$ cat src/rtl/bsui_pkg.sv
// ----------------------------------------------------------------------------
// bsui_pkg: shared types for the bitmap set union and intersection engine
// Opcodes, status codes, sequencer types and the result record.
// ----------------------------------------------------------------------------
package bsui_pkg;

  // Default sizing of the two sets.
  localparam int VALUE_SPACE_DEF  = 4096;
  localparam int SET_CAPACITY_DEF = 128;

  // Bitmap word layout: WORD_BITS values per memory word, A half low.
  localparam int WORD_BITS   = 16;
  localparam int VALUE_W     = 12;
  localparam int TDATA_W     = 16;
  localparam int TUSER_IN_W  = 2;
  localparam int TUSER_OUT_W = 6;

  typedef enum logic [1:0] {
    OP_INS_A  = 2'd0,
    OP_INS_B  = 2'd1,
    OP_FETCH  = 2'd2,
    OP_CLEAR  = 2'd3
  } op_t;

  typedef enum logic [2:0] {
    STAT_ACCEPTED  = 3'd0,
    STAT_DUPLICATE = 3'd1,
    STAT_OUT_RANGE = 3'd2,
    STAT_FULL      = 3'd3,
    STAT_FETCH     = 3'd4
  } status_t;

  typedef enum logic [1:0] {
    PH_UNION_A = 2'd0,
    PH_UNION_B = 2'd1,
    PH_INTER   = 2'd2,
    PH_DONE    = 2'd3
  } phase_t;

  // What a search looks for.
  typedef enum logic [1:0] {
    FK_A      = 2'd0,
    FK_B_ONLY = 2'd1,
    FK_COMMON = 2'd2
  } find_kind_t;

  // Which search of a fetch is running.
  typedef enum logic [1:0] {
    FS_CUR    = 2'd0,
    FS_NEXT   = 2'd1,
    FS_B_ZERO = 2'd2
  } find_step_t;

  typedef enum logic [3:0] {
    S_CLEAR,
    S_IDLE,
    S_INS_RD,
    S_INS_CHK,
    S_FIND,
    S_SCAN,
    S_ORD_RD,
    S_MAP_RD,
    S_INT_CHK,
    S_STEP,
    S_RESULT
  } state_t;

  typedef struct packed {
    status_t              status;
    logic                 has_element;
    logic [VALUE_W-1:0]   element;
    logic                 list_id;
    logic                 last_of_list;
    logic                 all_done;
  } result_t;

  // Index of the lowest set bit of a bitmap word; zero when none is set.
  function automatic logic [3:0] lowest_set(input logic [WORD_BITS-1:0] bits);
    logic [3:0] idx;
    idx = '0;
    for (int i = WORD_BITS - 1; i >= 0; i--) begin
      if (bits[i]) begin
        idx = 4'(i);
      end
    end
    return idx;
  endfunction

endpackage

$ cat src/rtl/bsui_result_buf.sv
// ----------------------------------------------------------------------------
// bsui_result_buf: output register for result words
// Holds one finished result and packs it onto the master stream.
// ----------------------------------------------------------------------------
module bsui_result_buf (
  input  logic                             clk,
  input  logic                             rst,
  input  logic                             in_valid,
  output logic                             in_ready,
  input  bsui_pkg::result_t                in_res,
  output logic                             m_tvalid,
  input  logic                             m_tready,
  // element, zero filled
  output logic [bsui_pkg::TDATA_W-1:0]     m_tdata,
  // status[2:0], has_element[3], list_id[4], all_done[5]
  output logic [bsui_pkg::TUSER_OUT_W-1:0] m_tuser,
  output logic                             m_tlast
);
  import bsui_pkg::*;

  logic    full;
  result_t held;

  // A new word may enter when the register is empty or is being drained.
  assign in_ready = !full || m_tready;

  // Occupancy flag.
  always_ff @(posedge clk) begin
    if (rst) begin
      full <= 1'b0;
    end else if (in_valid && in_ready) begin
      full <= 1'b1;
    end else if (m_tready) begin
      full <= 1'b0;
    end
  end

  // Payload register.
  always_ff @(posedge clk) begin
    if (in_valid && in_ready) begin
      held <= in_res;
    end
  end

  // Pack the result onto the stream.
  assign m_tvalid = full;
  assign m_tdata  = {{(TDATA_W - VALUE_W){1'b0}}, held.element};
  assign m_tuser  = {held.all_done, held.list_id, held.has_element, held.status};
  assign m_tlast  = held.last_of_list;

endmodule

$ cat config.mk
export PLATFORM = sky130hd
export DESIGN_NAME = bsui_result_buf
export DESIGN_NICKNAME = d
export VERILOG_FILES = /design/src/rtl/bsui_pkg.sv /design/src/rtl/bsui_result_buf.sv
export SDC_FILE = /design/constraint.sdc
export NUM_CORES = 1
export LEC_CHECK = 0
export BUFFER_PORTS_ARGS = -buffer_cell sky130_fd_sc_hd__buf_2
export CAP_MARGIN = 20
export CORE_MARGIN = 2
export CORE_UTILIZATION = 41
export DETAILED_ROUTE_END_ITERATION = 10
export PLACE_DENSITY = 0.87
export SLEW_MARGIN = 20
export SYNTH_ARGS = -nofsm -noshare
export SYNTH_HDL_FRONTEND = slang
export SYNTH_SLANG_ARGS = --single-unit
$ cat constraint.sdc
create_clock -name clk -period 2.5 [get_ports clk]
set_input_delay 0.125 -clock clk [delete_from_list [all_inputs] [get_ports clk]]
set_output_delay 0.125 -clock clk [all_outputs]
set_load 0.01 [all_outputs]
==> flow_metrics.env <==
export IMPL_status="complete, no violations"
export IMPL_cp_arrival_ns=1.01
export IMPL_synth_compound_area_share_pct=1.33
export IMPL_drive_gt1_share_pct=59.5
export IMPL_final_area_um2=1000
export IMPL_cts_hold_buf=1
export IMPL_fmax_ghz=0.970
export IMPL_syn_area_per_cell_um2=22.7
export IMPL_yosysSeqAreaShare_pct=89.6
export IMPL_maxCapViolations=0
export IMPL_root_buffer="clkbuf_4"
export IMPL_swShare_pct=19.6
export IMPL_grt_max_degree=20
export IMPL_clkPwrFrac_pct=27.2
export IMPL_hold_viol=0
export IMPL_p_comb_share_pct=11.2
export IMPL_ys_warnings_count=0
export IMPL_die_area_um2=1940
export IMPL_rows=14
export IMPL_critPathMaxFanout=19
export IMPL_synthXorXnorAreaFrac_pct=0
export IMPL_cp_end_kind="flop"
export IMPL_overflow=0
export IMPL_portBuffers=43
export IMPL_min_period_ns=1.03
export IMPL_place_area_um2=876
export IMPL_core_um2=1510
export IMPL_post_route_period_util_pct=41.3
export IMPL_p_seq_share_pct=61.7
export IMPL_timing_setup_tns_ns=0
export IMPL_report_final_slew_viol_count=0
export IMPL_grt_usage_pct=10.9
export IMPL_start_util_pct=43.8
export IMPL_synthSimpleGateAreaFrac_pct=3.42
export IMPL_muxShareOfSynthArea_pct=0
export IMPL_synth_top_family_by_area="buffers and inverters"
export IMPL_synth_cells=29
export IMPL_antennaDiodeCount=0
export IMPL_synth_seq_cells=20
export IMPL_final_util_pct=66.5
export IMPL_num_nets_final=108
export IMPL_grt_pass1_wl_mm=1.47
export IMPL_p_int_uw=515
export IMPL_drt_iter0_drc=1
export IMPL_cts_tree="built"
export IMPL_areaGrowthSynthToFinish_pct=52.0
export IMPL_irDropWorstVdd_uv=341
export IMPL_drc=0
export IMPL_yosysUniqueCellTypes=8
export IMPL_antenna_found_initial=0
export IMPL_io_pins=48
export IMPL_critPathKind="reg -> reg"
export IMPL_viasPerCell=4.45
export IMPL_clock_skew_ns=0.00604
export IMPL_htreeDepth=1
export IMPL_rsz0062_at_grt="false"
export IMPL_cts_clk_slew_worst_paths_ns=0.10
export IMPL_power_density_nw_per_um2=638
export IMPL_power_leakage_uw=0.000451
export IMPL_synthAdderAreaFrac_pct=0
export IMPL_worst_setup_path_start_kind="flop"
export IMPL_chipWidth_um=44.1
export IMPL_vias=445
export IMPL_wire_per_inst_um=13.2
export IMPL_holdCritPathClass="in -> reg"
export IMPL_insertion_delay_ns=0.28
export IMPL_post_cts_repair_setup_buffers=0
export IMPL_routed_wl_mm=1.32
export IMPL_firstDrtPassIters=2
export IMPL_cts_buffers=3
export IMPL_gp_congestion=0.582
export IMPL_setup_viol=0
export IMPL_die_h_um=44.1
export IMPL_p_switching_uw=125
export IMPL_clk_path_buf_depth=2
export IMPL_grt_pass1_vias=386
export IMPL_ant_nets=0
export IMPL_netlist_area_um2=659
export IMPL_ctsResizeCount=0
export IMPL_cts_num_sinks=20
export IMPL_cp_required_ns=2.47
## layer usage
layer	wire, um	share of wire (%)	vias to the layer above	track usage [%]
met3	199	15	2	4.90
met5	0	0	-	0
met4	8	0.61	0	7.27
li1	-	-	208	-
met1	389	30	206	9.17
met2	718	55	29	20.0
## registers in the layout, summed over array words and instances, names as in the netlist
name,flops
m_tuser,6
m_tlast,1
m_tvalid,1
m_tdata,12
## cell usage in the layout, fill, tap and decap left out, drive strengths merged
cell type	netlist	layout
edfxtp	19	19
clkbuf	0	4
buf	4	43
inv	1	1
conb	1	4
and2	1	1
dlygate4sd3	0	9
nand2b	1	1
dfxtp	1	1
a21oi	1	1
## final cells by class
| class | instances | area (um2) |
|---|---|---|
| clock buffers | 4 | 36.3 |
| fillers | 115 | 504 |
| inverters | 1 | 3.75 |
| multi-input cells | 7 | 46.3 |
| flip-flops and latches | 20 | 591 |
| well taps | 16 | 20.0 |
| repair buffers | 52 | 305 |
## cell usage after synthesis, drive strengths merged
cell	count	area [um2]
buf	4	30.0
nand2b	1	13.8
and2	1	8.76
dfxtp	1	20.0
conb	1	3.75
a21oi	1	8.76
edfxtp	19	571
inv	1	3.75
## through the flow
stage	setup WS (ns)	instances	hold slack (ns)	power, uW
floorplan	1.47	32	0.187	431
global placement	1.50	87	0.287	460
detailed placement	1.49	87	0.290	462
CTS	1.46	92	0.00718	633
global route	1.43	100	0.00253	666
finish	1.47	100	0.0140	640
## power by group through the flow
stage | clock network (uW) | registers (uW) | logic (uW)
global route | 192 | 396 | 77.6
global placement | 0 | 401 | 58.7
finish | 174 | 395 | 71.4
floorplan | 0 | 413 | 17.6
CTS | 177 | 395 | 61.4
detailed placement | 0 | 402 | 60.1
## kinds of logic (layout without fill, tap and decap cells)
family / Yosys count / count (layout)
AOI/OAI and AO/OA: 1 / 1
and+or+nand+nor: 2 / 2
buffers and inverters: 5 / 57
DFF: 20 / 20
other: 1 / 4
## worst paths after layout
| kind | cells after the start | slack, ns | to | start |
|---|---|---|---|---|
| setup / recovery | 2 | 1.47 | m_tuser[5] | m_tvalid |
| hold / removal | 1 | 0.01 | m_tdata[1] | in_res[4] |
| setup reg to reg | 2 | 1.47 | m_tuser[5] | m_tvalid |
| hold reg to reg | 2 | 0.51 | m_tvalid | m_tvalid |
## critical path, stage by stage (launching register included)
cell,delay [ns]
dfxtp_1,0.35
nand2b_4,0.08
and2_4,0.29
Power figures use the tool's default switching activity.
